--- src/hdl/hbc_pkg.sv ---
// ----------------------------------------------------------------------------
// hbc_pkg
// Shared types, codes and helpers of the histogram bin counter.
// ----------------------------------------------------------------------------
package hbc_pkg;

  // Sizes
  localparam int MAX_BINS  = 64;
  localparam int VAL_W     = 32;
  localparam int CNT_W     = 32;
  localparam int SEL_W     = 6;
  localparam int BC_W      = 7;
  localparam int CMD_W     = 2;
  localparam int ST_W      = 2;
  localparam int REG_IDX_W = 3;
  localparam int CFG_W     = 32;
  localparam int BIN_W     = $clog2(MAX_BINS);
  localparam int N_W       = $clog2(MAX_BINS + 1);
  localparam int STEP_W    = (BIN_W > 1) ? $clog2(BIN_W) : 1;
  localparam int Q_DEPTH   = 2;
  localparam int QPTR_W    = (Q_DEPTH > 1) ? $clog2(Q_DEPTH) : 1;
  localparam int QCNT_W    = $clog2(Q_DEPTH + 1);

  typedef logic [VAL_W-1:0]         val_t;
  typedef logic [CNT_W-1:0]         cnt_t;
  typedef logic [SEL_W-1:0]         sel_t;
  typedef logic [BC_W-1:0]          bc_t;
  typedef logic [CMD_W-1:0]         cmd_t;
  typedef logic [ST_W-1:0]          status_t;
  typedef logic [REG_IDX_W-1:0]     reg_idx_t;
  typedef logic [CFG_W-1:0]         cfg_data_t;
  typedef logic [BIN_W-1:0]         bin_t;
  typedef logic [N_W-1:0]           nbin_t;
  typedef logic [STEP_W-1:0]        step_t;
  typedef logic [N_W+VAL_W-1:0]     prod_t;
  typedef logic [VAL_W+BIN_W:0]     wide_t;

  // Commands
  localparam cmd_t CMD_CLEAR = 2'd0;
  localparam cmd_t CMD_LOAD  = 2'd1;
  localparam cmd_t CMD_ADD   = 2'd2;
  localparam cmd_t CMD_READ  = 2'd3;

  // Result status
  localparam status_t ST_OK      = 2'd0;
  localparam status_t ST_DROP    = 2'd1;
  localparam status_t ST_REFUSED = 2'd2;
  localparam status_t ST_RANGE   = 2'd3;

  // Register indexes
  localparam reg_idx_t REG_LOWEST_EDGE  = 3'd0;
  localparam reg_idx_t REG_BIN_SPAN     = 3'd1;
  localparam reg_idx_t REG_BAR_COUNT    = 3'd2;
  localparam reg_idx_t REG_COUNT_OUTL   = 3'd3;
  localparam reg_idx_t REG_USE_LOADED   = 3'd4;

  localparam cnt_t CNT_MAX = '1;

  // Work kinds decided by the front end
  typedef enum logic [2:0] {
    K_EMIT,   // result known at once, no store access
    K_CLEAR,  // clear all counts
    K_LOAD,   // write one edge
    K_READ,   // read one count
    K_BUMP,   // bump a known bin
    K_GEN,    // generated edges, bin from offset / bin span
    K_SCAN    // loaded edges, scan downward
  } kind_e;

  typedef enum logic [2:0] {
    S_IDLE,
    S_MUL,
    S_CHECK,
    S_DIV,
    S_SCAN_RD,
    S_SCAN,
    S_CNT_RD,
    S_CNT_WR
  } state_e;

  typedef struct packed {
    cmd_t command;
    val_t value;
    sel_t bin_select;
  } item_t;

  typedef struct packed {
    sel_t    bin_found;
    cnt_t    bin_total;
    status_t status;
  } res_t;

  typedef struct packed {
    val_t lowest_edge;
    val_t bin_span;
    bc_t  bar_count;
    logic count_outliers;
    logic use_loaded_edges;
  } cfg_t;

  typedef struct packed {
    kind_e   kind;
    val_t    value;   // edge value, sample, or offset from lowest edge
    sel_t    bin;
    status_t status;
  } op_t;

  // Bar count clamped to 1..MAX_BINS
  function automatic nbin_t bins_in_use(input bc_t bc);
    nbin_t r;
    if (bc == '0) begin
      r = nbin_t'(1);
    end else if (int'(bc) > MAX_BINS) begin
      r = nbin_t'(MAX_BINS);
    end else begin
      r = nbin_t'(bc);
    end
    return r;
  endfunction

endpackage

--- src/hdl/hbc_front.sv ---
// ----------------------------------------------------------------------------
// hbc_front
// Takes input words and sorts them into work kinds for the back end.
// ----------------------------------------------------------------------------
module hbc_front (
  input  hbc_pkg::cfg_t  cfg_i,
  input  logic           in_valid_i,
  output logic           in_stall_o,
  input  hbc_pkg::item_t in_data_i,
  input  logic           full_i,
  output logic           push_o,
  output hbc_pkg::op_t   op_o
);

  hbc_pkg::nbin_t n_use;

  assign n_use      = hbc_pkg::bins_in_use(cfg_i.bar_count);
  assign in_stall_o = full_i;
  assign push_o     = in_valid_i & ~full_i;

  // Command decode and early checks
  always_comb begin
    op_o.kind   = hbc_pkg::K_EMIT;
    op_o.value  = in_data_i.value;
    op_o.bin    = in_data_i.bin_select;
    op_o.status = hbc_pkg::ST_OK;
    unique case (in_data_i.command)
      hbc_pkg::CMD_CLEAR: begin
        op_o.kind = hbc_pkg::K_CLEAR;
        op_o.bin  = '0;
      end
      hbc_pkg::CMD_LOAD: begin
        if (int'(in_data_i.bin_select) >= hbc_pkg::MAX_BINS) begin
          op_o.status = hbc_pkg::ST_RANGE;
        end else begin
          op_o.kind = hbc_pkg::K_LOAD;
        end
      end
      hbc_pkg::CMD_READ: begin
        if (int'(in_data_i.bin_select) >= int'(n_use)) begin
          op_o.status = hbc_pkg::ST_RANGE;
        end else begin
          op_o.kind = hbc_pkg::K_READ;
        end
      end
      default: begin
        // add sample
        op_o.bin = '0;
        if (cfg_i.use_loaded_edges) begin
          if (!cfg_i.count_outliers) begin
            op_o.status = hbc_pkg::ST_REFUSED;
          end else begin
            op_o.kind = hbc_pkg::K_SCAN;
          end
        end else if (in_data_i.value < cfg_i.lowest_edge) begin
          if (!cfg_i.count_outliers) begin
            op_o.status = hbc_pkg::ST_DROP;
          end else begin
            op_o.kind = hbc_pkg::K_BUMP;
          end
        end else begin
          op_o.kind  = hbc_pkg::K_GEN;
          op_o.value = in_data_i.value - cfg_i.lowest_edge;
        end
      end
    endcase
  end

endmodule

--- config.mk ---
export PLATFORM = sky130hd
export DESIGN_NAME = hbc_front
export DESIGN_NICKNAME = d
export VERILOG_FILES = /design/src/hdl/hbc_pkg.sv /design/src/hdl/hbc_front.sv
export SDC_FILE = /design/constraint.sdc
export NUM_CORES = 1
export LEC_CHECK = 0
export ABC_AREA = 1
export BUFFER_PORTS_ARGS = -buffer_cell sky130_fd_sc_hd__buf_2
export CAP_MARGIN = 20
export CORE_UTILIZATION = 45
export DETAILED_ROUTE_END_ITERATION = 10
export PLACE_DENSITY = 0.74
export SETUP_SLACK_MARGIN = 0.15
export SLEW_MARGIN = 20
export SYNTH_ARGS = -nofsm -noshare
export SYNTH_HDL_FRONTEND = slang
export SYNTH_SLANG_ARGS = --single-unit
--- constraint.sdc ---
create_clock -name vclk -period 3.2
set_input_delay 0.16 -clock vclk [all_inputs]
set_output_delay 0.16 -clock vclk [all_outputs]
set_load 0.005 [all_outputs]
==> results.py <==
metrics = {
    "die": {
        "core_sq_mm": 0.007292,
        "die_w_microns": 89.21,
        "dieArea_sq_mm": 0.007958,
        "num_rows": 31,
        "initial_core_util": 0.4693,
        "die_h_microns": 89.21,
        "ios": 160,
    },
    "sta": {
        "max_slew_margin": 0.7649,
        "fin_crit_sh": 0.8645,
        "drv_slew": 0,
        "hold_violations": 0,
        "max_freq_mhz": 361.5,
        "max_slew.worst_pin.slew_ns": 0.3500,
        "rsz0062_at_grt": "no",
        "fin_setup_tns_ns": 0,
        "fin_crit_ns": 2.766,
        "final.setup.worst_slack_ns": 0.4338,
        "setup_viol": 0,
    },
    "worst_hold_path": {
        "holdCritPathClass": "in2out",
        "hold_path_end": "in_stall_o",
        "min_path_cells": 2,
        "min_from": "full_i",
    },
    "critical_path": {
        "worst-path-max-fanout": 25,
        "cp_slowest_cell": "fa_1",
        "setup.worst_path.end_class": "output port",
        "crit_chain": "buf_2, inv_1, ha_1, fa_1, inv_1, nand2_1, nand2_1, nand3_1, nand2_1, nand2_1, nand2_2, nand2_1, nand2_4, nand2_4, buf_4, o21ai_1, buf_2",
        "cp-startpoint": "in_data_i[6]",
        "crit_top_cell": "nand2_1",
        "max_stage_delay_ns": 0.40,
        "crit_type": "in2out",
        "cp.required_ns": 3.04,
        "crit_arrival_ns": 2.61,
        "cp-start-kind": "input pin",
    },
    "flow_run": {
        "maxCapViolations": 0,
    },
    "place": {
        "io_buffers": 128,
        "place_ws_ns": 0.4509,
        "dpl.hpwl_microns": 8853,
        "routabilityCongestion": 0.8986,
        "dp_cells": 943,
    },
    "pwr": {
        "combPwrFrac": 1.000,
        "total_leakage_power_nw": 2.861,
        "p_int_mw": 0.2599,
        "pwr-share-clk": 0,
        "vdd_ir_drop_max_v": 0.00007411,
        "powerDensity_mw_per_mm2": 161.3,
        "seq_power_share": 0,
        "p_switching_mw": 0.4062,
        "swShare": 0.6098,
    },
    "yosys": {
        "ys_types": 35,
        "netlist_instances": 723,
        "synth_common_cells": "nand2_1 (286), inv_1 (180), nor2_1 (68)",
        "yosys_warnings": 0,
        "post-synth-top-count-cell": "nand2_1",
        "netlist_area_sq_mm": 0.003422,
        "synth_nets": 877,
        "synthDominantCellAreaShare": 0.3137,
        "synth_area_leaders": "nand2_1 (31%), inv_1 (20%), ha_1 (14%), nor2_1 (7.5%), a21oi_1 (4.5%)",
        "ys_seq_area_frac": 0,
        "yosys.area.top_type": "nand2_1",
        "syn_area_per_cell_sq_um": 4.733,
    },
    "cells_and_area": {
        "fillerInstances": 828,
        "drive_gt1_frac": 0.1825,
        "finish.utilization": 0.5662,
        "finalNonFillerCells": 943,
        "final_nets": 1000,
        "n_sequential_cell": 0,
        "antenna_cells": 0,
        "seq_area_sq_um": 0,
        "nClkBuffers": 0,
        "areaGrowthSynthToFinish_pct": 20.66,
    },
    "drt": {
        "vias": 4460,
        "final_antenna_net_count": 0,
        "wl_microns": 10050,
        "vias_per_cell": 4.730,
        "drc": 0,
        "drt_iter0_markers": 217,
        "drt_pass1_iterations": 5,
        "wire_per_inst_microns": 10.66,
    },
    "grt": {
        "grt_pass1_wl_microns": 16070,
        "grtUsageTotal": 0.2501,
        "antenna_found_initial": 0,
        "grt_overflow": 0,
        "grt_max_degree": 26,
        "grt_pass1_vias": 3905,
    },
    "clocking": {
        "post_cts_buffers": 0,
        "cts_resized": 0,
        "holdBufCountCts": 0,
    },
    "outcome": {
        "run_status": "completed",
    },
}
[worst max path at each step]
| stage | slack [ns] | end | depth (start not counted) |
|---|---|---|---|
| after global routing | 0.20 | op_o[15] | 18 |
| after CTS | 0.44 | op_o[27] | 18 |
| after detailed placement | 0.45 | op_o[27] | 18 |
| final | 0.43 | op_o[22] | 17 |
| after floorplan | 1.17 | op_o[10] | 16 |
| after global placement | 0.50 | op_o[36] | 18 |
[power by group through the flow]
stage	Clock [mW]	Sequential (mW)	Combinational, mW
after floorplan	0	0	0.459
after global placement	0	0	0.645
after detailed placement	0	0	0.661
after CTS	0	0	0.664
after global routing	0	0	0.761
final	0	0	0.666
[critical path, delay by kind of cell]
kind	cells	cell delay (ns)
and+or+nand+nor	9	0.99
adders and majority gates	2	0.60
AOI/OAI and AO/OA	1	0.16
buffers and inverters	5	0.67
[kinds of logic after synthesis]
kind of cell,share of synthesized area
AOI/OAI and AO/OA,0.09361
xor gates and xnor gates,0.03839
adders and majority gates,0.1448
buffers and inverters,0.2212
and+or+nand+nor,0.5020
[layer usage]
metal | vias to the layer above | share of wire | track usage
met5 | - | 0 | 0
met4 | 0 | 0.011 | 0.02742
met3 | 13 | 0.071 | 0.02124
met2 | 146 | 0.46 | 0.4670
met1 | 1919 | 0.46 | 0.3204
li1 | 2382 | - | -
[cells in the final DEF (no fill, tap or decap), types with 2 or more instances in the layout]
master / n
nor2_1: 68
nand3b_1: 3
nand4_1: 5
xnor2_1: 13
xor2_1: 2
nand2_2: 5
a21oi_1: 31
inv_2: 3
o21ai_0: 4
o21ai_1: 11
nand2_4: 2
nand3_1: 28
nand2_1: 286
buf_2: 128
inv_1: 180
ha_1: 38
nor2_2: 5
nor3_1: 9
and2_1: 4
o21ai_2: 6
[cell type report]
class                      count  area (sq um)  area share
multi-input combinational    531          2665      0.6455
tap                           99         123.9     0.03000
timing repair buffer         129         648.1      0.1570
inverter                     184         691.9      0.1676
[per-stage QoR]
step           cell area, sq um  power, mW  hold slack, ns
6_report                   4129     0.6661          0.5013
2_1_floorplan              3422     0.4589          0.3511
5_1_grt                    4129     0.7611          0.5426
3_3_place_gp               4128     0.6448          0.5011
4_1_cts                    4128     0.6640          0.5029
3_5_place_dp               4128     0.6606          0.5024
(Power assumes the default switching activity.)
