==> config.mk <==
export PLATFORM = sky130hd
export DESIGN_NAME = hbc_fifo
export DESIGN_NICKNAME = d
export VERILOG_FILES = /design/src/hdl/hbc_pkg.sv /design/src/hdl/hbc_fifo.sv
export SDC_FILE = /design/constraint.sdc
export NUM_CORES = 1
export LEC_CHECK = 0
export BUFFER_PORTS_ARGS = -buffer_cell sky130_fd_sc_hd__buf_4
export CORE_AREA = 2 2 102 79
export CTS_BUF_LIST = sky130_fd_sc_hd__clkbuf_8
export DETAILED_ROUTE_END_ITERATION = 16
export DIE_AREA = 0 0 104 81
export GPL_ROUTABILITY_DRIVEN = 1
export PLACE_DENSITY = 0.76
export SETUP_SLACK_MARGIN = 0.05
export SLEW_MARGIN = 20
export SYNTH_ARGS = -nofsm -noshare
export SYNTH_HDL_FRONTEND = slang
export SYNTH_SLANG_ARGS = --single-unit
==> constraint.sdc <==
create_clock -name clk_i -period 2.7 [get_ports clk_i]
set_input_delay 0.135 -clock clk_i [delete_from_list [all_inputs] [get_ports clk_i]]
set_output_delay 0.135 -clock clk_i [all_outputs]
set_load 0.01 [all_outputs]
==> src/hdl/hbc_pkg.sv <==
// ----------------------------------------------------------------------------
// hbc_pkg
// Shared types, codes and helpers of the histogram bin counter.
// ----------------------------------------------------------------------------
package hbc_pkg;

  // Sizes
  localparam int MAX_BINS  = 64;
  localparam int VAL_W     = 32;
  localparam int CNT_W     = 32;
  localparam int SEL_W     = 6;
  localparam int BC_W      = 7;
  localparam int CMD_W     = 2;
  localparam int ST_W      = 2;
  localparam int REG_IDX_W = 3;
  localparam int CFG_W     = 32;
  localparam int BIN_W     = $clog2(MAX_BINS);
  localparam int N_W       = $clog2(MAX_BINS + 1);
  localparam int STEP_W    = (BIN_W > 1) ? $clog2(BIN_W) : 1;
  localparam int Q_DEPTH   = 2;
  localparam int QPTR_W    = (Q_DEPTH > 1) ? $clog2(Q_DEPTH) : 1;
  localparam int QCNT_W    = $clog2(Q_DEPTH + 1);

  typedef logic [VAL_W-1:0]         val_t;
  typedef logic [CNT_W-1:0]         cnt_t;
  typedef logic [SEL_W-1:0]         sel_t;
  typedef logic [BC_W-1:0]          bc_t;
  typedef logic [CMD_W-1:0]         cmd_t;
  typedef logic [ST_W-1:0]          status_t;
  typedef logic [REG_IDX_W-1:0]     reg_idx_t;
  typedef logic [CFG_W-1:0]         cfg_data_t;
  typedef logic [BIN_W-1:0]         bin_t;
  typedef logic [N_W-1:0]           nbin_t;
  typedef logic [STEP_W-1:0]        step_t;
  typedef logic [N_W+VAL_W-1:0]     prod_t;
  typedef logic [VAL_W+BIN_W:0]     wide_t;

  // Commands
  localparam cmd_t CMD_CLEAR = 2'd0;
  localparam cmd_t CMD_LOAD  = 2'd1;
  localparam cmd_t CMD_ADD   = 2'd2;
  localparam cmd_t CMD_READ  = 2'd3;

  // Result status
  localparam status_t ST_OK      = 2'd0;
  localparam status_t ST_DROP    = 2'd1;
  localparam status_t ST_REFUSED = 2'd2;
  localparam status_t ST_RANGE   = 2'd3;

  // Register indexes
  localparam reg_idx_t REG_LOWEST_EDGE  = 3'd0;
  localparam reg_idx_t REG_BIN_SPAN     = 3'd1;
  localparam reg_idx_t REG_BAR_COUNT    = 3'd2;
  localparam reg_idx_t REG_COUNT_OUTL   = 3'd3;
  localparam reg_idx_t REG_USE_LOADED   = 3'd4;

  localparam cnt_t CNT_MAX = '1;

  // Work kinds decided by the front end
  typedef enum logic [2:0] {
    K_EMIT,   // result known at once, no store access
    K_CLEAR,  // clear all counts
    K_LOAD,   // write one edge
    K_READ,   // read one count
    K_BUMP,   // bump a known bin
    K_GEN,    // generated edges, bin from offset / bin span
    K_SCAN    // loaded edges, scan downward
  } kind_e;

  typedef enum logic [2:0] {
    S_IDLE,
    S_MUL,
    S_CHECK,
    S_DIV,
    S_SCAN_RD,
    S_SCAN,
    S_CNT_RD,
    S_CNT_WR
  } state_e;

  typedef struct packed {
    cmd_t command;
    val_t value;
    sel_t bin_select;
  } item_t;

  typedef struct packed {
    sel_t    bin_found;
    cnt_t    bin_total;
    status_t status;
  } res_t;

  typedef struct packed {
    val_t lowest_edge;
    val_t bin_span;
    bc_t  bar_count;
    logic count_outliers;
    logic use_loaded_edges;
  } cfg_t;

  typedef struct packed {
    kind_e   kind;
    val_t    value;   // edge value, sample, or offset from lowest edge
    sel_t    bin;
    status_t status;
  } op_t;

  // Bar count clamped to 1..MAX_BINS
  function automatic nbin_t bins_in_use(input bc_t bc);
    nbin_t r;
    if (bc == '0) begin
      r = nbin_t'(1);
    end else if (int'(bc) > MAX_BINS) begin
      r = nbin_t'(MAX_BINS);
    end else begin
      r = nbin_t'(bc);
    end
    return r;
  endfunction

endpackage

==> src/hdl/hbc_fifo.sv <==
// ----------------------------------------------------------------------------
// hbc_fifo
// Short queue of classified words between front and back end.
// ----------------------------------------------------------------------------
module hbc_fifo (
  input  logic         clk_i,
  input  logic         rst_ni,
  input  logic         push_i,
  input  hbc_pkg::op_t wdata_i,
  output logic         full_o,
  input  logic         pop_i,
  output logic         valid_o,
  output hbc_pkg::op_t rdata_o
);

  hbc_pkg::op_t                       slot_q [hbc_pkg::Q_DEPTH];
  logic [hbc_pkg::QPTR_W-1:0]         wptr_q, wptr_d, rptr_q, rptr_d;
  logic [hbc_pkg::QCNT_W-1:0]         fill_q, fill_d;
  logic                               do_push, do_pop;

  assign full_o  = (int'(fill_q) == hbc_pkg::Q_DEPTH);
  assign valid_o = (fill_q != '0);
  assign rdata_o = slot_q[rptr_q];
  assign do_push = push_i & ~full_o;
  assign do_pop  = pop_i & valid_o;

  // Pointer and fill update
  always_comb begin
    wptr_d = wptr_q;
    rptr_d = rptr_q;
    fill_d = fill_q;
    if (do_push) begin
      wptr_d = (int'(wptr_q) == hbc_pkg::Q_DEPTH - 1) ? '0 : wptr_q + 1'b1;
    end
    if (do_pop) begin
      rptr_d = (int'(rptr_q) == hbc_pkg::Q_DEPTH - 1) ? '0 : rptr_q + 1'b1;
    end
    if (do_push && !do_pop) begin
      fill_d = fill_q + 1'b1;
    end else if (do_pop && !do_push) begin
      fill_d = fill_q - 1'b1;
    end
  end

  always_ff @(posedge clk_i or negedge rst_ni) begin
    if (!rst_ni) begin
      wptr_q <= '0;
      rptr_q <= '0;
      fill_q <= '0;
    end else begin
      wptr_q <= wptr_d;
      rptr_q <= rptr_d;
      fill_q <= fill_d;
    end
  end

  // Storage
  always_ff @(posedge clk_i) begin
    if (do_push) begin
      slot_q[wptr_q] <= wdata_i;
    end
  end

endmodule

==> results of run 1 <==
==> cells by family (layout without fill, tap and decap cells) <==
logic type,count (synthesis),count (layout),share of synthesized area (%)
xor+xnor,5,5,1.250
fa+ha+maj,1,1,0.3570
buf+inv,7,158,2.821
flops,90,90,76.54
mux,43,43,17.99
simple gates,7,7,1.036
==> worst paths after layout <==
| kind | from | end | slack, ns | cells after the start |
|---|---|---|---|---|
| worst min register to register | fill_q[1] | fill_q[1] | 0.50 | 1 |
| worst max-delay path | rptr_q | rdata_o[30] | 0.78 | 3 |
| min in group asynchronous | rst_ni | fill_q[1] | 0.14 | 2 |
| max in group asynchronous | rst_ni | rptr_q | 2.45 | 2 |
| worst min-delay path | pop_i | rptr_q | 0.08 | 3 |
| worst max register to register | fill_q[0] | slot_q[1][33] | 1.03 | 3 |
==> final cells by class <==
type	count	area [µm²]	area share, %
clock inverters	7	78.83	1.599
repair buffers	140	1174	23.80
inverters	2	7.507	0.1522
flip-flops and latches	90	2684	54.43
well taps	105	131.4	2.664
clock buffers	9	123.9	2.512
multi-input cells	56	732.0	14.84
==> metrics by stage <==
stage          hold slack (ns)  worst slack, ns  instance area (µm²)
6_report               0.07879           0.7826                 4931
5_1_grt                0.07435           0.6922                 4931
4_1_cts                0.06353           0.7553                 4931
3_5_place_dp          -0.06459            1.009                 4288
3_3_place_gp          -0.06448            1.053                 4288
2_1_floorplan          -0.1606           0.5372                 3507
==> critical path: cells and delay by family, from the launching register on <==
family                 cells  cell delay (ns)
flip-flops                 1             0.67
buffers and inverters      2             0.45
multiplexers               1             0.32
==> repair_timing <==
item,in CTS,in global routing
endpoints found under the hold margin,90,0
hold buffers,44,0
resized for setup,0,0
endpoints found under the setup margin,0,0
setup buffers,0,0
==> power by group through the flow <==
stage	clock [mW]	sequential, mW	combinational, mW
3_3_place_gp	0	2.08	1.72
6_report	0.912	2.06	1.77
4_1_cts	0.935	2.07	1.79
2_1_floorplan	0	2.02	1.20
3_5_place_dp	0	2.10	1.73
5_1_grt	0.990	2.10	1.88
==> registers in the layout, summed over array words and instances (netlist names) <==
signal  count
wptr_q      1
slot_q     86
rptr_q      1
fill_q      2
==> layout by cell type (no fill, tap or decap) <==
cell	count
buf_4	95
edfxtp_1	86
dlygate4sd3_1	44
mux2_4	39
clkbuf_8	9
inv_1	6
mux2_2	4
xnor2_1	3
dfrtp_1	3
xor2_1	2
bufinv_16	2
or2_1	1
nand2b_1	1
nand2_1	1
nand2_2	1
and3_2	1
nor2_4	1
nor2_1	1
ha_1	1
clkinv_1	1
buf_12	1
dfrtp_2	1
==> routing by layer <==
layer  vias up  wire [µm]
met1       869       2793
met5         -          0
met2        81       2978
met3         4        391
met4         0         27
li1        884          -
==> impl_metrics.toml, run 1 <==
[power]
power_switching_mw = 1.311
seq_power_share_pct = 43.5
p_int_mw = 3.435
vdd_drop_max_v = 0.0005968
power.share.switching_pct = 27.63
power_mw = 4.747
power_leakage_nw = 2.005
pwr-share-comb_pct = 37.3
powerDensity_nw_per_um2 = 962.6
clockPowerShare_pct = 19.2

[placement]
dp_hpwl_um = 4052
portBuffers = 91
place.gp.congestion = 0.7007
dp_cells = 349

[global_routing]
grt_overflow = 0
top_usage_layer = "met2"
use_met3_pct = 4.655
grt_pass1_vias = 1951
grt_pass1_wl_um = 9611
grt_max_degree = 44
grt_usage_pct = 15.35
met2_usage_pct = 25.99
met1_usage_pct = 19.51
antenna_found_initial = 0

[logic_synthesis]
synth-edff-count = 86
ys_ff_latch = 90
seq_area_frac_synth_pct = 76.54
synth_nets = 201
yosysMostFrequentCell = "edfxtp_1"
synthArstFlopShare_pct = 4.444
synth_cell_types = 16
netlist_top_cells_area = "edfxtp_1 (74%), mux2_4 (17%), dfrtp_1 (2.9%)"
synth_common_cells = "edfxtp_1 (86), mux2_4 (39), buf_12 (4), dfrtp_1 (4), mux2_2 (4)"
synth_top_area_cell = "edfxtp_1"
ys.flop_type = "edfxtp_1"
syn_area_um2 = 3505
netlist_instances = 153
synth.avg_cell_area_um2 = 22.91
synth_top_area_share_pct = 73.69
yosysWarnings = 0

[cts]
cts_sinks = 90
cts_inserted_buffers = 9
cts_tree = "done"
worstSkewPairLatency_ns = 0.33
h-tree-depth = 3
clk_pin_slew_ns = 0.08
clk_path_buf_depth = 2
cts.root.buffer_cell = "clkbuf_8"

[die]
start_util_pct = 46.31
die_area_um2 = 8424
coreArea_um2 = 7567
die_y_um = 81
num_io_pins = 92
die_w_um = 104
num_rows = 28

[finish]
nNetsFinal = 347
drive_gt1_share_pct = 50.66
fill_cells = 538
utilization_pct = 65.16
areaGrowthSynthToFinish_pct = 40.70
num_antenna_cells = 0
fin_cells = 409

[drt]
first_pass_iters = 5
antenna_left = 0
drtIter0Drc = 79
drc = 0
viasPerCell = 4.494
drt_wl_total_um = 6190
vias = 1838
wl_per_cell_um = 15.13

[sta]
finalMaxSlewViolations = 0
final.setup.tns_ns = 0
post-route-period-util_pct = 71.01
fin_skew_ns = 0.009020
timing.fmax_ghz = 0.5215
worstMarginPinSlew_ns = 0.5759
rsz0062_at_grt = "no"
period_needed_ns = 1.917
final-setup-viol-count = 0
hold_viol_final = 0
relSlewSlack_pct = 61.61

[critical_path]
cp.arrival_ns = 1.78
path_class = "register to output port"
worstPathCellList = "buf_4 > mux2_4 > buf_4"
start_kind = "register"
crit_required_ns = 2.57
cpPeakStageDelay_ns = 0.67
path_common_cell = "buf_4"
critPathMaxFanout = 16
critPathCaptureType = "output port"
crit_slowest_cell = "dfrtp_2"

[status]
status = "complete, no violations"

[run]
maxCapViolations = 0

[worst_hold_path]
hold_class = "primary input to register"
(Power assumes the default switching activity.)
==> run 2, diff against run 1 <==
PLACE_DENSITY = 0.73   (was 0.76)
clock period = 1.8 ns   (was 2.7 ns; I/O delays follow)
==> impl_metrics.toml, run 2 (synthesis gave the netlist of run 1 again) <==
[cts]
cts_resized = 0
clk_pin_slew_ns = 0.08
clk_path_buf_depth = 2
cts.root.buffer_cell = "clkbuf_8"
h-tree-depth = 3
cts_inserted_buffers = 9
cts_tree = "done"
worstSkewPairLatency_ns = 0.35
cts_sinks = 90

[critical_path]
start_kind = "register"
reg2reg_depth = 7
critPathMaxFanout = 20
worstPathCellList = "buf_12 > mux2_2 > buf_4"
cp.arrival_ns = 1.51
crit_slowest_cell = "dfrtp_2"
critPathCaptureType = "output port"
r2r_start = "fill_q[0]"
crit_required_ns = 1.71
path_class = "register to output port"
cpPeakStageDelay_ns = 0.42
r2r_setup_slack_ns = 0.26
rr_endpoint = "fill_q[1]"

[finish]
fill_cells = 530
utilization_pct = 65.58
top_regs = "slot_q x86, fill_q x2"
drive_gt1_share_pct = 52.75
num_antenna_cells = 0
layout_commonest_cell = "buf_4"
nNetsFinal = 352
regMostFlops = "slot_q"
areaGrowthSynthToFinish_pct = 41.59
fin_cells = 414
largest_register_ffs = 86
final_cell_mix = "buf_4 (98), edfxtp_1 (86), dlygate4sd3_1 (44)"

[sta]
hold_viol_final = 0
final-setup-viol-count = 0
final.setup.tns_ns = 0
fin_skew_ns = 0.01310
worstMarginPinSlew_ns = 0.2790
finalMaxSlewViolations = 0
relSlewSlack_pct = 81.40
period_needed_ns = 1.600
post-route-period-util_pct = 88.89
rsz0062_at_grt = "no"
timing.fmax_ghz = 0.6250

[drt]
viasPerCell = 4.556
wl_per_cell_um = 15.10
first_pass_iters = 4
drtIter0Drc = 33
vias = 1886
drc = 0
antenna_left = 0
drt_wl_total_um = 6253

[global_routing]
grt_pass1_wl_um = 9584
grt_overflow = 0
grt_usage_pct = 15.39
grt_pass1_vias = 1903
antenna_found_initial = 0
grt_max_degree = 26

[worst_hold_path]
hold_depth = 3
hold_class = "primary input to register"
hold_path_end = "rptr_q"
hp-start = "pop_i"

[die]
num_rows = 28
die_w_um = 104
start_util_pct = 46.31
die_area_um2 = 8424
num_io_pins = 92
die_y_um = 81
coreArea_um2 = 7567

[status]
status = "complete, no violations"

[power]
power_leakage_nw = 2.012
vdd_drop_max_v = 0.0009118
powerDensity_nw_per_um2 = 1414

[placement]
portBuffers = 91
place.gp.congestion = 0.6953
dp_cells = 352

[run]
maxCapViolations = 0
run 2: layer usage:
metal | track usage [%] | vias up | part of all wire [%]
li1 | - | 894 | -
met3 | 7.464 | 3 | 7.3
met1 | 18.85 | 917 | 44
met4 | 2.432 | 0 | 0.38
met2 | 25.66 | 72 | 48
met5 | 0 | - | 0
run 2: worst max-delay path: cells and delay by family (launching register included):
family	cells	cell delay [ns]
multiplexers	1	0.39
flip-flops	1	0.42
buffers and inverters	2	0.35
run 2: how the worst max path moves through the flow:
| stage | startpoint | endpoint |
|---|---|---|
| after floorplan | fill_q[0] | slot_q[0][0] |
| after detailed placement | fill_q[0] | fill_q[1] |
| after global routing | rptr_q | rdata_o[26] |
| after global placement | fill_q[0] | slot_q[1][21] |
| final | rptr_q | rdata_o[26] |
| after CTS | rptr_q | rdata_o[26] |
run 2: what timing repair did:
action / 4_1_cts / 5_1_grt
hold endpoints to repair: 90 / 0
endpoints found under the setup margin: 14 / 0
buffers inserted: 2 / 0
hold buffers: 44 / 0
run 2: layout make-up:
class	count	area [µm²]	share of cell area, %
Tap cell	105	131.4	2.648
Multi-Input combinational cell	56	732.0	14.75
Sequential cell	90	2684	54.08
Clock inverter	7	47.55	0.9581
Timing Repair Buffer	145	1236	24.91
Clock buffer	9	123.9	2.496
Inverter	2	7.507	0.1513
run 2: where the power goes:
group / internal (mW) / switching (mW)
registers: 2.87 / 0.154
logic: 1.62 / 1.22
clock network: 0.498 / 0.658
total: 4.99 / 2.03
run 2: stage by stage:
stage	total power [mW]	instance area, µm²	setup slack [ns]	hold slack (ns)
finish	7.017	4962	0.2000	0.02232
detailed placement	5.831	4335	0.2671	-0.1067
global placement	5.785	4335	0.3498	-0.1059
floorplan	4.829	3513	0.09733	-0.2056
global route	7.397	4962	0.1229	0.004911
CTS	7.109	4962	0.1708	0.005858
==> run 3, diff against run 2 <==
==> constraint.sdc (replaced) <==
create_clock -name clk_i -period 1.8 [get_ports clk_i]
set_input_delay 0.09 -clock clk_i [delete_from_list [all_inputs] [get_ports clk_i]]
set_output_delay 0.09 -clock clk_i [all_outputs]
set_load 0.005 [all_outputs]
==> impl_metrics.toml, run 3 (synthesis gave the netlist of run 1 again) <==
[status]
status = "complete, no violations"

[global_routing]
grt_overflow = 0
antenna_found_initial = 0
grt_usage_pct = 15.57
grt_pass1_wl_um = 9839
grt_max_degree = 36
grt_pass1_vias = 2022

[sta]
finalMaxSlewViolations = 0
final.setup.tns_ns = 0
relSlewSlack_pct = 86.29
post-route-period-util_pct = 86.87
timing.fmax_ghz = 0.6395
hold_viol_final = 0
final-setup-viol-count = 0
worstMarginPinSlew_ns = 0.2056
rsz0062_at_grt = "no"
fin_skew_ns = 0.01243
whs_ns = 0.03505
period_needed_ns = 1.564

[finish]
drive_gt1_share_pct = 52.27
areaGrowthSynthToFinish_pct = 41.13
num_antenna_cells = 0
regMostFlops = "slot_q"
largest_register_ffs = 86
seq_area_um2 = 2684
fill_cells = 534
nNetsFinal = 351
final_cell_mix = "buf_4 (97), edfxtp_1 (86), dlygate4sd3_1 (44)"
multiInputGateArea_um2 = 732.0
layout_commonest_cell = "buf_4"
fin_cells = 413
top_regs = "slot_q x86, fill_q x2"

[cts]
cts_sinks = 90
h-tree-depth = 3
cts.root.buffer_cell = "clkbuf_8"
cts_inserted_buffers = 9
clk_pin_slew_ns = 0.07
cts_resized = 0
cts_tree = "done"
clk_path_buf_depth = 2
worstSkewPairLatency_ns = 0.34

[die]
num_io_pins = 92
die_w_um = 104
num_rows = 28
coreArea_um2 = 7567
die_area_um2 = 8424
start_util_pct = 46.31
die_y_um = 81

[placement]
place.gp.congestion = 0.6694
dp_hpwl_um = 3905
dp_cells = 352
portBuffers = 91

[critical_path]
crit_required_ns = 1.71
cpPeakStageDelay_ns = 0.42
critPathMaxFanout = 20
cp.arrival_ns = 1.47
critPathCaptureType = "output port"
crit_slowest_cell = "dfrtp_2"
r2r_setup_slack_ns = 0.29
worstPathCellList = "buf_12 > mux2_2 > buf_4"
path_class = "register to output port"
start_kind = "register"

[drt]
wl_per_cell_um = 14.78
drc = 0
vias = 1863
drtIter0Drc = 103
first_pass_iters = 4
antenna_left = 0
viasPerCell = 4.511
drt_wl_total_um = 6106

[run]
maxCapViolations = 0

[power]
power_leakage_nw = 2.008
powerDensity_nw_per_um2 = 1371
power_mw = 6.779
vdd_drop_max_v = 0.0007394

[worst_hold_path]
hold_class = "primary input to register"
## run 3: final cells by class
cell class,instances,share of cell area (%)
Timing Repair Buffer,144,24.84
Clock inverter,7,0.7842
Tap cell,105,2.656
Multi-Input combinational cell,56,14.80
Inverter,2,0.1518
Sequential cell,90,54.26
Clock buffer,9,2.504
## run 3: worst max-delay path, delay by kind of cell (launching register included)
family	cells	cell delay (ns)
multiplexers	1	0.38
buffers and inverters	2	0.34
flip-flops	1	0.42
## run 3: worst paths after layout
path | from | end | cells after the start
max in group asynchronous | rst_ni | rptr_q | 2
min in group asynchronous | rst_ni | fill_q[0] | 2
worst min-delay path | pop_i | rptr_q | 3
worst max register to register | fill_q[0] | fill_q[1] | 6
worst max-delay path | rptr_q | rdata_o[26] | 3
worst min register to register | fill_q[1] | fill_q[1] | 1
## run 3: layer usage
metal | share of wire [%] | wire length (µm) | track usage, % | up-vias
met5 | 0 | 0 | 0 | -
met4 | 0.92 | 56 | 4.459 | 0
met3 | 6.3 | 385 | 5.297 | 6
met2 | 49 | 2999 | 26.45 | 72
met1 | 44 | 2665 | 19.39 | 894
li1 | - | - | - | 891
## run 3: what timing repair did
action / CTS / global route
hold buffers: 44 / 0
setup buffers: 1 / 0
setup endpoints to repair: 6 / 0
hold endpoints to repair: 90 / 0
## run 3: stage by stage
| stage | cell area, µm² | util [%] | setup slack, ns |
|---|---|---|---|
| 3_5_place_dp | 4335 | 57.29 | 0.3021 |
| 6_report | 4946 | 65.36 | 0.2364 |
| 3_3_place_gp | 4335 | 57.29 | 0.3575 |
| 2_1_floorplan | 3513 | - | 0.09733 |
| 5_1_grt | 4946 | 65.36 | 0.1058 |
| 4_1_cts | 4946 | 65.36 | 0.2070 |
## run 3: report_power, final
group / total (mW) / switching, mW / internal (mW)
Clock: 1.13 / 0.642 / 0.486
Combinational: 2.63 / 1.03 / 1.60
Sequential: 3.02 / 0.156 / 2.87
Total: 6.78 / 1.83 / 4.95
