$ cat config.mk
export PLATFORM = sky130hd
export DESIGN_NAME = hbc_back
export DESIGN_NICKNAME = d
export VERILOG_FILES = /design/src/hdl/hbc_pkg.sv /design/src/hdl/hbc_ram.sv /design/src/hdl/hbc_back.sv
export SDC_FILE = /design/constraint.sdc
export NUM_CORES = 2
export LEC_CHECK = 0
export BUFFER_PORTS_ARGS = -buffer_cell sky130_fd_sc_hd__buf_4
export CAP_MARGIN = 20
export CORE_ASPECT_RATIO = 1.25
export CORE_UTILIZATION = 35
export DETAILED_ROUTE_END_ITERATION = 8
export PLACE_DENSITY_LB_ADDON = 0.25
export SLEW_MARGIN = 15
export SYNTH_ARGS = -nofsm -noshare
export SYNTH_HDL_FRONTEND = slang
export SYNTH_SLANG_ARGS = --single-unit
$ cat constraint.sdc
create_clock -name clk_i -period 14.9 [get_ports clk_i]
set_clock_uncertainty 0.2 [all_clocks]
set_input_delay 2.98 -clock clk_i [delete_from_list [all_inputs] [get_ports clk_i]]
set_output_delay 2.98 -clock clk_i [all_outputs]
set_load 0.05 [all_outputs]
$ cat src/hdl/hbc_pkg.sv
// ----------------------------------------------------------------------------
// hbc_pkg
// Shared types, codes and helpers of the histogram bin counter.
// ----------------------------------------------------------------------------
package hbc_pkg;

  // Sizes
  localparam int MAX_BINS  = 64;
  localparam int VAL_W     = 32;
  localparam int CNT_W     = 32;
  localparam int SEL_W     = 6;
  localparam int BC_W      = 7;
  localparam int CMD_W     = 2;
  localparam int ST_W      = 2;
  localparam int REG_IDX_W = 3;
  localparam int CFG_W     = 32;
  localparam int BIN_W     = $clog2(MAX_BINS);
  localparam int N_W       = $clog2(MAX_BINS + 1);
  localparam int STEP_W    = (BIN_W > 1) ? $clog2(BIN_W) : 1;
  localparam int Q_DEPTH   = 2;
  localparam int QPTR_W    = (Q_DEPTH > 1) ? $clog2(Q_DEPTH) : 1;
  localparam int QCNT_W    = $clog2(Q_DEPTH + 1);

  typedef logic [VAL_W-1:0]         val_t;
  typedef logic [CNT_W-1:0]         cnt_t;
  typedef logic [SEL_W-1:0]         sel_t;
  typedef logic [BC_W-1:0]          bc_t;
  typedef logic [CMD_W-1:0]         cmd_t;
  typedef logic [ST_W-1:0]          status_t;
  typedef logic [REG_IDX_W-1:0]     reg_idx_t;
  typedef logic [CFG_W-1:0]         cfg_data_t;
  typedef logic [BIN_W-1:0]         bin_t;
  typedef logic [N_W-1:0]           nbin_t;
  typedef logic [STEP_W-1:0]        step_t;
  typedef logic [N_W+VAL_W-1:0]     prod_t;
  typedef logic [VAL_W+BIN_W:0]     wide_t;

  // Commands
  localparam cmd_t CMD_CLEAR = 2'd0;
  localparam cmd_t CMD_LOAD  = 2'd1;
  localparam cmd_t CMD_ADD   = 2'd2;
  localparam cmd_t CMD_READ  = 2'd3;

  // Result status
  localparam status_t ST_OK      = 2'd0;
  localparam status_t ST_DROP    = 2'd1;
  localparam status_t ST_REFUSED = 2'd2;
  localparam status_t ST_RANGE   = 2'd3;

  // Register indexes
  localparam reg_idx_t REG_LOWEST_EDGE  = 3'd0;
  localparam reg_idx_t REG_BIN_SPAN     = 3'd1;
  localparam reg_idx_t REG_BAR_COUNT    = 3'd2;
  localparam reg_idx_t REG_COUNT_OUTL   = 3'd3;
  localparam reg_idx_t REG_USE_LOADED   = 3'd4;

  localparam cnt_t CNT_MAX = '1;

  // Work kinds decided by the front end
  typedef enum logic [2:0] {
    K_EMIT,   // result known at once, no store access
    K_CLEAR,  // clear all counts
    K_LOAD,   // write one edge
    K_READ,   // read one count
    K_BUMP,   // bump a known bin
    K_GEN,    // generated edges, bin from offset / bin span
    K_SCAN    // loaded edges, scan downward
  } kind_e;

  typedef enum logic [2:0] {
    S_IDLE,
    S_MUL,
    S_CHECK,
    S_DIV,
    S_SCAN_RD,
    S_SCAN,
    S_CNT_RD,
    S_CNT_WR
  } state_e;

  typedef struct packed {
    cmd_t command;
    val_t value;
    sel_t bin_select;
  } item_t;

  typedef struct packed {
    sel_t    bin_found;
    cnt_t    bin_total;
    status_t status;
  } res_t;

  typedef struct packed {
    val_t lowest_edge;
    val_t bin_span;
    bc_t  bar_count;
    logic count_outliers;
    logic use_loaded_edges;
  } cfg_t;

  typedef struct packed {
    kind_e   kind;
    val_t    value;   // edge value, sample, or offset from lowest edge
    sel_t    bin;
    status_t status;
  } op_t;

  // Bar count clamped to 1..MAX_BINS
  function automatic nbin_t bins_in_use(input bc_t bc);
    nbin_t r;
    if (bc == '0) begin
      r = nbin_t'(1);
    end else if (int'(bc) > MAX_BINS) begin
      r = nbin_t'(MAX_BINS);
    end else begin
      r = nbin_t'(bc);
    end
    return r;
  endfunction

endpackage

$ cat src/hdl/hbc_ram.sv
// ----------------------------------------------------------------------------
// hbc_ram
// Generic single-write, single-read RAM with registered read data.
// ----------------------------------------------------------------------------
module hbc_ram #(
  parameter int WIDTH = 32,
  parameter int DEPTH = 64
) (
  input  logic                     clk_i,
  input  logic                     we_i,
  input  logic [$clog2(DEPTH)-1:0] waddr_i,
  input  logic [WIDTH-1:0]         wdata_i,
  input  logic [$clog2(DEPTH)-1:0] raddr_i,
  output logic [WIDTH-1:0]         rdata_o
);

  logic [WIDTH-1:0] mem_q [DEPTH];

  always_ff @(posedge clk_i) begin
    if (we_i) begin
      mem_q[waddr_i] <= wdata_i;
    end
    rdata_o <= mem_q[raddr_i];
  end

endmodule

$ cat src/hdl/hbc_back.sv
// ----------------------------------------------------------------------------
// hbc_back
// Carries out queued work: bin search, divide, count store update, result.
// ----------------------------------------------------------------------------
module hbc_back (
  input  logic          clk_i,
  input  logic          rst_ni,
  input  hbc_pkg::cfg_t cfg_i,
  input  logic          q_valid_i,
  input  hbc_pkg::op_t  q_data_i,
  output logic          q_pop_o,
  output logic          out_valid_o,
  input  logic          out_stall_i,
  output hbc_pkg::res_t out_data_o
);

  hbc_pkg::state_e state_q, state_d;

  hbc_pkg::val_t   val_q, val_d;
  hbc_pkg::val_t   rem_q, rem_d;
  hbc_pkg::bin_t   quo_q, quo_d;
  hbc_pkg::step_t  step_q, step_d;
  hbc_pkg::prod_t  prod_q, prod_d;
  hbc_pkg::bin_t   cnt_addr_q, cnt_addr_d;
  hbc_pkg::bin_t   edge_addr_q, edge_addr_d;
  hbc_pkg::bin_t   chk_q, chk_d;
  logic            is_read_q, is_read_d;
  hbc_pkg::res_t   out_q, out_d;
  logic            out_vld_q, out_vld_d;
  logic [hbc_pkg::MAX_BINS-1:0] cnt_vld_q, cnt_vld_d;

  hbc_pkg::nbin_t  n_use, n_m1;
  logic            fin, imm, drop, sat, div_ge, scan_hit;
  hbc_pkg::wide_t  div_sub;
  hbc_pkg::bin_t   quo_new, k_div;
  hbc_pkg::cnt_t   cnt_rdata, cnt_cur, cnt_nxt;
  hbc_pkg::val_t   edge_rdata;
  logic            cnt_we, edge_we;

  // Stores
  hbc_ram #(.WIDTH(hbc_pkg::CNT_W), .DEPTH(hbc_pkg::MAX_BINS)) u_cnt_ram (
    .clk_i   (clk_i),
    .we_i    (cnt_we),
    .waddr_i (cnt_addr_q),
    .wdata_i (cnt_nxt),
    .raddr_i (cnt_addr_q),
    .rdata_o (cnt_rdata)
  );

  hbc_ram #(.WIDTH(hbc_pkg::VAL_W), .DEPTH(hbc_pkg::MAX_BINS)) u_edge_ram (
    .clk_i   (clk_i),
    .we_i    (edge_we),
    .waddr_i (hbc_pkg::bin_t'(q_data_i.bin)),
    .wdata_i (q_data_i.value),
    .raddr_i (edge_addr_q),
    .rdata_o (edge_rdata)
  );

  // Shared conditions
  assign n_use = hbc_pkg::bins_in_use(cfg_i.bar_count);
  assign n_m1  = n_use - hbc_pkg::nbin_t'(1);
  assign fin   = ~out_vld_q | ~out_stall_i;
  assign imm   = (q_data_i.kind == hbc_pkg::K_EMIT) ||
                 (q_data_i.kind == hbc_pkg::K_CLEAR) ||
                 (q_data_i.kind == hbc_pkg::K_LOAD);

  // Dropped when outliers are off and the offset passes the top edge
  assign drop = ~cfg_i.count_outliers && (hbc_pkg::prod_t'(val_q) > prod_q);
  // Quotient of at least MAX_BINS, or zero width: top bin
  assign sat  = (cfg_i.bin_span == '0) ||
                (hbc_pkg::wide_t'(val_q) >=
                 (hbc_pkg::wide_t'(cfg_i.bin_span) << hbc_pkg::BIN_W));

  // One restoring divide step
  assign div_sub = hbc_pkg::wide_t'(cfg_i.bin_span) << step_q;
  assign div_ge  = hbc_pkg::wide_t'(rem_q) >= div_sub;
  assign quo_new = div_ge ? (quo_q | (hbc_pkg::bin_t'(1) << step_q)) : quo_q;
  assign k_div   = (hbc_pkg::nbin_t'(quo_new) > n_m1) ? hbc_pkg::bin_t'(n_m1) : quo_new;

  assign scan_hit = (edge_rdata <= val_q);

  // Count read-modify-write, invalid entries read as zero
  assign cnt_cur = cnt_vld_q[cnt_addr_q] ? cnt_rdata : '0;
  assign cnt_nxt = (cnt_cur == hbc_pkg::CNT_MAX) ? cnt_cur : cnt_cur + 1'b1;

  assign out_valid_o = out_vld_q;
  assign out_data_o  = out_q;

  // Next state
  always_comb begin
    state_d = state_q;
    unique case (state_q)
      hbc_pkg::S_IDLE: begin
        if (q_valid_i && (!imm || fin)) begin
          unique case (q_data_i.kind) inside
            hbc_pkg::K_READ, hbc_pkg::K_BUMP: state_d = hbc_pkg::S_CNT_RD;
            hbc_pkg::K_GEN:                   state_d = hbc_pkg::S_MUL;
            hbc_pkg::K_SCAN:                  state_d = hbc_pkg::S_SCAN_RD;
            default:                          state_d = hbc_pkg::S_IDLE;
          endcase
        end
      end
      hbc_pkg::S_MUL: state_d = hbc_pkg::S_CHECK;
      hbc_pkg::S_CHECK: begin
        if (drop) begin
          if (fin) state_d = hbc_pkg::S_IDLE;
        end else if (sat) begin
          state_d = hbc_pkg::S_CNT_RD;
        end else begin
          state_d = hbc_pkg::S_DIV;
        end
      end
      hbc_pkg::S_DIV: begin
        if (step_q == '0) state_d = hbc_pkg::S_CNT_RD;
      end
      hbc_pkg::S_SCAN_RD: state_d = hbc_pkg::S_SCAN;
      hbc_pkg::S_SCAN: begin
        if (scan_hit || chk_q == '0) state_d = hbc_pkg::S_CNT_RD;
      end
      hbc_pkg::S_CNT_RD: state_d = hbc_pkg::S_CNT_WR;
      hbc_pkg::S_CNT_WR: begin
        if (fin) state_d = hbc_pkg::S_IDLE;
      end
      default: state_d = hbc_pkg::S_IDLE;
    endcase
  end

  // Datapath and outputs
  always_comb begin
    q_pop_o     = 1'b0;
    cnt_we      = 1'b0;
    edge_we     = 1'b0;
    out_vld_d   = out_vld_q & out_stall_i;
    out_d       = out_q;
    cnt_vld_d   = cnt_vld_q;
    val_d       = val_q;
    rem_d       = rem_q;
    quo_d       = quo_q;
    step_d      = step_q;
    prod_d      = prod_q;
    cnt_addr_d  = cnt_addr_q;
    edge_addr_d = edge_addr_q;
    chk_d       = chk_q;
    is_read_d   = is_read_q;
    unique case (state_q)
      hbc_pkg::S_IDLE: begin
        if (q_valid_i && (!imm || fin)) begin
          q_pop_o     = 1'b1;
          val_d       = q_data_i.value;
          is_read_d   = (q_data_i.kind == hbc_pkg::K_READ);
          cnt_addr_d  = hbc_pkg::bin_t'(q_data_i.bin);
          edge_addr_d = hbc_pkg::bin_t'(n_m1);
          case (q_data_i.kind)
            hbc_pkg::K_EMIT: begin
              out_vld_d = 1'b1;
              out_d     = '{q_data_i.bin, '0, q_data_i.status};
            end
            hbc_pkg::K_CLEAR: begin
              cnt_vld_d = '0;
              out_vld_d = 1'b1;
              out_d     = '{'0, '0, hbc_pkg::ST_OK};
            end
            hbc_pkg::K_LOAD: begin
              edge_we   = 1'b1;
              out_vld_d = 1'b1;
              out_d     = '{q_data_i.bin, '0, hbc_pkg::ST_OK};
            end
            default: ;
          endcase
        end
      end
      hbc_pkg::S_MUL: begin
        prod_d = hbc_pkg::prod_t'(n_use) * hbc_pkg::prod_t'(cfg_i.bin_span);
      end
      hbc_pkg::S_CHECK: begin
        if (drop) begin
          if (fin) begin
            out_vld_d = 1'b1;
            out_d     = '{'0, '0, hbc_pkg::ST_DROP};
          end
        end else if (sat) begin
          cnt_addr_d = hbc_pkg::bin_t'(n_m1);
        end else begin
          rem_d  = val_q;
          quo_d  = '0;
          step_d = hbc_pkg::step_t'(hbc_pkg::BIN_W - 1);
        end
      end
      hbc_pkg::S_DIV: begin
        if (div_ge) rem_d = rem_q - hbc_pkg::val_t'(div_sub);
        quo_d = quo_new;
        if (step_q == '0) begin
          cnt_addr_d = k_div;
        end else begin
          step_d = step_q - 1'b1;
        end
      end
      hbc_pkg::S_SCAN_RD: begin
        chk_d = edge_addr_q;
        if (edge_addr_q != '0) edge_addr_d = edge_addr_q - 1'b1;
      end
      hbc_pkg::S_SCAN: begin
        // edge data of chk_q is on the read port
        if (scan_hit || chk_q == '0) begin
          cnt_addr_d = scan_hit ? chk_q : '0;
        end else begin
          chk_d = edge_addr_q;
          if (edge_addr_q != '0) edge_addr_d = edge_addr_q - 1'b1;
        end
      end
      hbc_pkg::S_CNT_RD: ;
      hbc_pkg::S_CNT_WR: begin
        if (fin) begin
          out_vld_d = 1'b1;
          if (is_read_q) begin
            out_d = '{hbc_pkg::sel_t'(cnt_addr_q), cnt_cur, hbc_pkg::ST_OK};
          end else begin
            cnt_we                = 1'b1;
            cnt_vld_d[cnt_addr_q] = 1'b1;
            out_d = '{hbc_pkg::sel_t'(cnt_addr_q), cnt_nxt, hbc_pkg::ST_OK};
          end
        end
      end
      default: ;
    endcase
  end

  // Control registers
  always_ff @(posedge clk_i or negedge rst_ni) begin
    if (!rst_ni) begin
      state_q   <= hbc_pkg::S_IDLE;
      out_vld_q <= 1'b0;
      cnt_vld_q <= '0;
    end else begin
      state_q   <= state_d;
      out_vld_q <= out_vld_d;
      cnt_vld_q <= cnt_vld_d;
    end
  end

  // Payload registers
  always_ff @(posedge clk_i) begin
    val_q       <= val_d;
    rem_q       <= rem_d;
    quo_q       <= quo_d;
    step_q      <= step_d;
    prod_q      <= prod_d;
    cnt_addr_q  <= cnt_addr_d;
    edge_addr_q <= edge_addr_d;
    chk_q       <= chk_d;
    is_read_q   <= is_read_d;
    out_q       <= out_d;
  end

endmodule

==> flow_metrics.py <==
metrics = {
    "synthesis": {
        "synth-seq-cells": 4399,
        "yosysSeqAreaShare": 0.7477,
        "ys.flop_type": "edfxtp_1",
        "async_reset_ff_frac": 0.01546,
        "synth.avg_cell_area_sq_um": 18.72,
        "yosys_warnings": 0,
        "syn_nets": 9829,
        "postSynthCellCount": 9366,
        "synthesis.area_sq_um": 175400,
        "synth-edff-count": 4267,
        "synth_cell_type_count": 87,
    },
    "power": {
        "p_int_mw": 24.22,
        "powerDensity_nw_per_um2": 179.0,
        "clkPwrFrac": 0.297,
        "pwr-share-seq": 0.426,
        "comb_power_share": 0.277,
        "leakage_nw": 64.13,
        "switching_share": 0.3230,
        "ir_worst_vdd_mv": 0.1415,
        "power_mw": 35.78,
        "switchingPower_mw": 11.56,
    },
    "route": {
        "first_pass_iters": 6,
        "via_per_inst": 5.641,
        "drc_errors": 0,
        "wl_mm": 503.8,
        "num_vias": 93738,
        "antenna_left": 0,
        "wl_per_cell_um": 30.32,
        "drtIter0Drc": 8902,
    },
    "critical_path": {
        "reg2reg_from": "cnt_addr_q[2]$_DFFE_PP_",
        "startpoint": "cfg_i[8]",
        "crit_type": "in2reg",
        "cp-end-kind": "register",
        "crit_path_max_incr_delay_ps": 720,
        "cp.arrival_ps": 9720,
        "path_max_fanout": 41,
        "startpoint_type": "input pin",
        "crit_chain": "buf_4, nor2_1, buf_4, inv_1, nor2_1, fa_1, fa_1, fa_1, inv_1, fa_1, inv_1, ha_1, a22oi_1, nand2_1, o211ai_2, o2111ai_1, a41oi_1, o21ai_1, a311o_1, a221o_1, a21oi_1, xnor2_1",
        "critPathSlowestCell": "inv_1",
        "cpMostUsedCell": "fa_1",
        "cp.required_ps": 15420,
    },
    "clocking": {
        "cts_resized": 0,
        "post-cts-setup-buffer-count": 0,
        "cts_root_buf": "clkbuf_16",
        "clk_pin_slew_ps": 60,
        "numClockSinks": 4399,
        "cts-hold-fix-buffers": 0,
        "clockBufferDepth": 4,
        "clock_latency_ps": 1030,
        "numCtsBuffers": 438,
        "htreeDepth": 5,
        "cts_tree": "yes",
    },
    "timing": {
        "layout_min_cycle_time_ps": 9206,
        "period_share": 0.6178,
        "worstMarginPinSlew_ps": 1230,
        "rsz0062_at_grt": "no",
        "maxSlewViolCount": 0,
        "holdWs_ps": 291.3,
        "setup_viol": 0,
        "relSlewSlack": 0.1725,
        "setup_tns_ps": 0,
        "hold_viol": 0,
        "max_freq_mhz": 108.6,
    },
    "global_routing": {
        "grt_pass1_vias": 96587,
        "grt_max_degree": 128,
        "grtUsageTotal": 0.1953,
        "antenna_found_initial": 21,
        "grt_pass1_wl_mm": 712.8,
        "grt_overflow": 0,
    },
    "floorplanning": {
        "die_width_um": 635.1,
        "rows": 290,
        "ioPinCount": 162,
        "dieArea_sq_um": 503900,
        "die_h_um": 793.4,
        "core_sq_um": 498900,
        "initial_utilization": 0.3515,
    },
    "place": {
        "gp_congestion": 0.8412,
        "port_buffers": 128,
        "placed_area_sq_um": 186100,
        "hpwl_mm": 287.1,
    },
    "finish": {
        "fin_util": 0.4007,
        "n_fill_cell": 44448,
        "multiInputGateArea_sq_um": 42590,
        "nets": 10130,
        "seq_area_sq_um": 131100,
        "design_area_sq_um": 199900,
        "mostFrequentLayoutCells": "edfxtp_1, mux4_2, a22oi_1, clkbuf_16, buf_4",
        "drive_above_1_share": 0.1929,
        "layout_commonest_cell": "edfxtp_1",
        "syn2layout_area_growth_pct": 14.02,
    },
    "min_path": {
        "hold_class": "reg2reg",
        "min_from": "cnt_vld_q[57]$_DFFE_PN0P_",
    },
    "job": {
        "cap_viol_max_count": 0,
    },
    "status": {
        "status": "finished, final reports clean",
    },
}
==> kinds of logic (layout without fill, tap and decap cells) <==
group	count (synthesis)	in the layout	share of synthesized area
other cells	0	12	0
simple gates	1168	1168	0.03270
flops	4399	4399	0.7477
xor+xnor	115	115	0.005744
fa+ha+maj	343	343	0.03089
compound gates	1790	1790	0.07393
mux	753	753	0.09176
buf+inv	798	1467	0.01727
==> path summary, 6_finish.rpt <==
| kind | endpoint | slack [ps] | depth (start not counted) |
|---|---|---|---|
| max | prod_q[38]$_DFFE_PP_ | 5690 | 22 |
| min | cnt_vld_q[57]$_DFFE_PN0P_ | 290 | 2 |
| max reg2reg | u_cnt_ram.mem_q[7][14]$_DFFE_PP_ | 6930 | 17 |
| min reg2reg | cnt_vld_q[57]$_DFFE_PN0P_ | 290 | 2 |
| max in group asynchronous | cnt_vld_q[56]$_DFFE_PN0P_ | 11940 | 1 |
| min in group asynchronous | out_valid_o$_DFF_PN0_ | 1910 | 1 |
==> synthesized netlist by cell type (all sizes together) (22+ instances only) <==
library cell	count	area, sq um
a21o	68	510.5
a21oi	248	1241
a221oi	197	1725
a22o	189	1655
a22oi	668	5015
a31oi	173	1082
a41oi	30	262.8
and2	149	932.1
and3	25	156.4
buf	148	589.3
clkbuf	401	1505
dfrtp	68	1702
dfxtp	64	1281
edfxtp	4267	128100
fa	150	3003
ha	193	2415
inv	247	927.1
mux2i	54	540.5
mux4	682	15360
nand2	234	878.3
nand2b	22	145.1
nand3	100	505.5
nand4	78	494.2
nor2	382	1434
nor2b	29	181.4
nor3	38	200.2
nor4	42	277.8
o21ai	101	505.5
xnor2	63	551.8
xor2	52	455.4
==> per-layer routing <==
| metal | vias to the layer above | global-route usage | routed length [um] |
|---|---|---|---|
| met3 | 865 | 0.02674 | 29780 |
| li1 | 39075 | - | - |
| met5 | - | 0 | 45 |
| met4 | 6 | 0.06498 | 17730 |
| met2 | 3472 | 0.3497 | 259100 |
| met1 | 50320 | 0.2434 | 197100 |
==> power groups by stage <==
| stage | clock (mW) | combinational, mW | sequential (mW) |
|---|---|---|---|
| floorplan | 0 | 5.88 | 15.5 |
| global placement | 0 | 9.73 | 15.5 |
| detailed placement | 0 | 9.90 | 15.5 |
| CTS | 10.8 | 9.93 | 15.2 |
| global route | 11.3 | 10.5 | 15.3 |
| finish | 10.6 | 9.92 | 15.2 |
==> critical path, delay by kind of cell <==
| family | cells | cell delay, ps |
|---|---|---|
| simple gates | 3 | 360 |
| buf+inv | 5 | 1430 |
| xor+xnor | 1 | 80 |
| fa+ha+maj | 5 | 2440 |
| compound gates | 8 | 2390 |
==> area by class of cell <==
| class | count | share of cell area |
|---|---|---|
| sequential | 4399 | 0.6558 |
| antenna | 12 | 0.0001502 |
| timing repair buffer | 410 | 0.01667 |
| multi-input combinational | 4169 | 0.2130 |
| inverter | 249 | 0.004675 |
| clock buffer | 539 | 0.05799 |
| clock inverter | 269 | 0.01060 |
| tap | 6570 | 0.04111 |
==> registers in the layout, summed over array words and instances, names as in the netlist <==
| name | cells |
|---|---|
| prod_q | 39 |
| cnt_addr_q | 6 |
| u_edge_ram.mem_q | 2048 |
| chk_q | 6 |
| out_valid_o | 1 |
| quo_q | 6 |
| out_data_o | 40 |
| rem_q | 32 |
| u_edge_ram.rdata_o | 32 |
| u_cnt_ram.rdata_o | 32 |
| val_q | 32 |
| state_q | 3 |
| u_cnt_ram.mem_q | 2048 |
| edge_addr_q | 6 |
| step_q | 3 |
| cnt_vld_q | 64 |
| is_read_q | 1 |
==> metrics by stage <==
stage	instances	setup slack, ps
2_1_floorplan	9366	6209
3_3_place_gp	15790	4765
3_5_place_dp	15794	4736
4_1_cts	16602	5781
5_1_grt	16607	5330
6_report	16617	5694
Note: power is estimated with default switching activity, not from simulation.
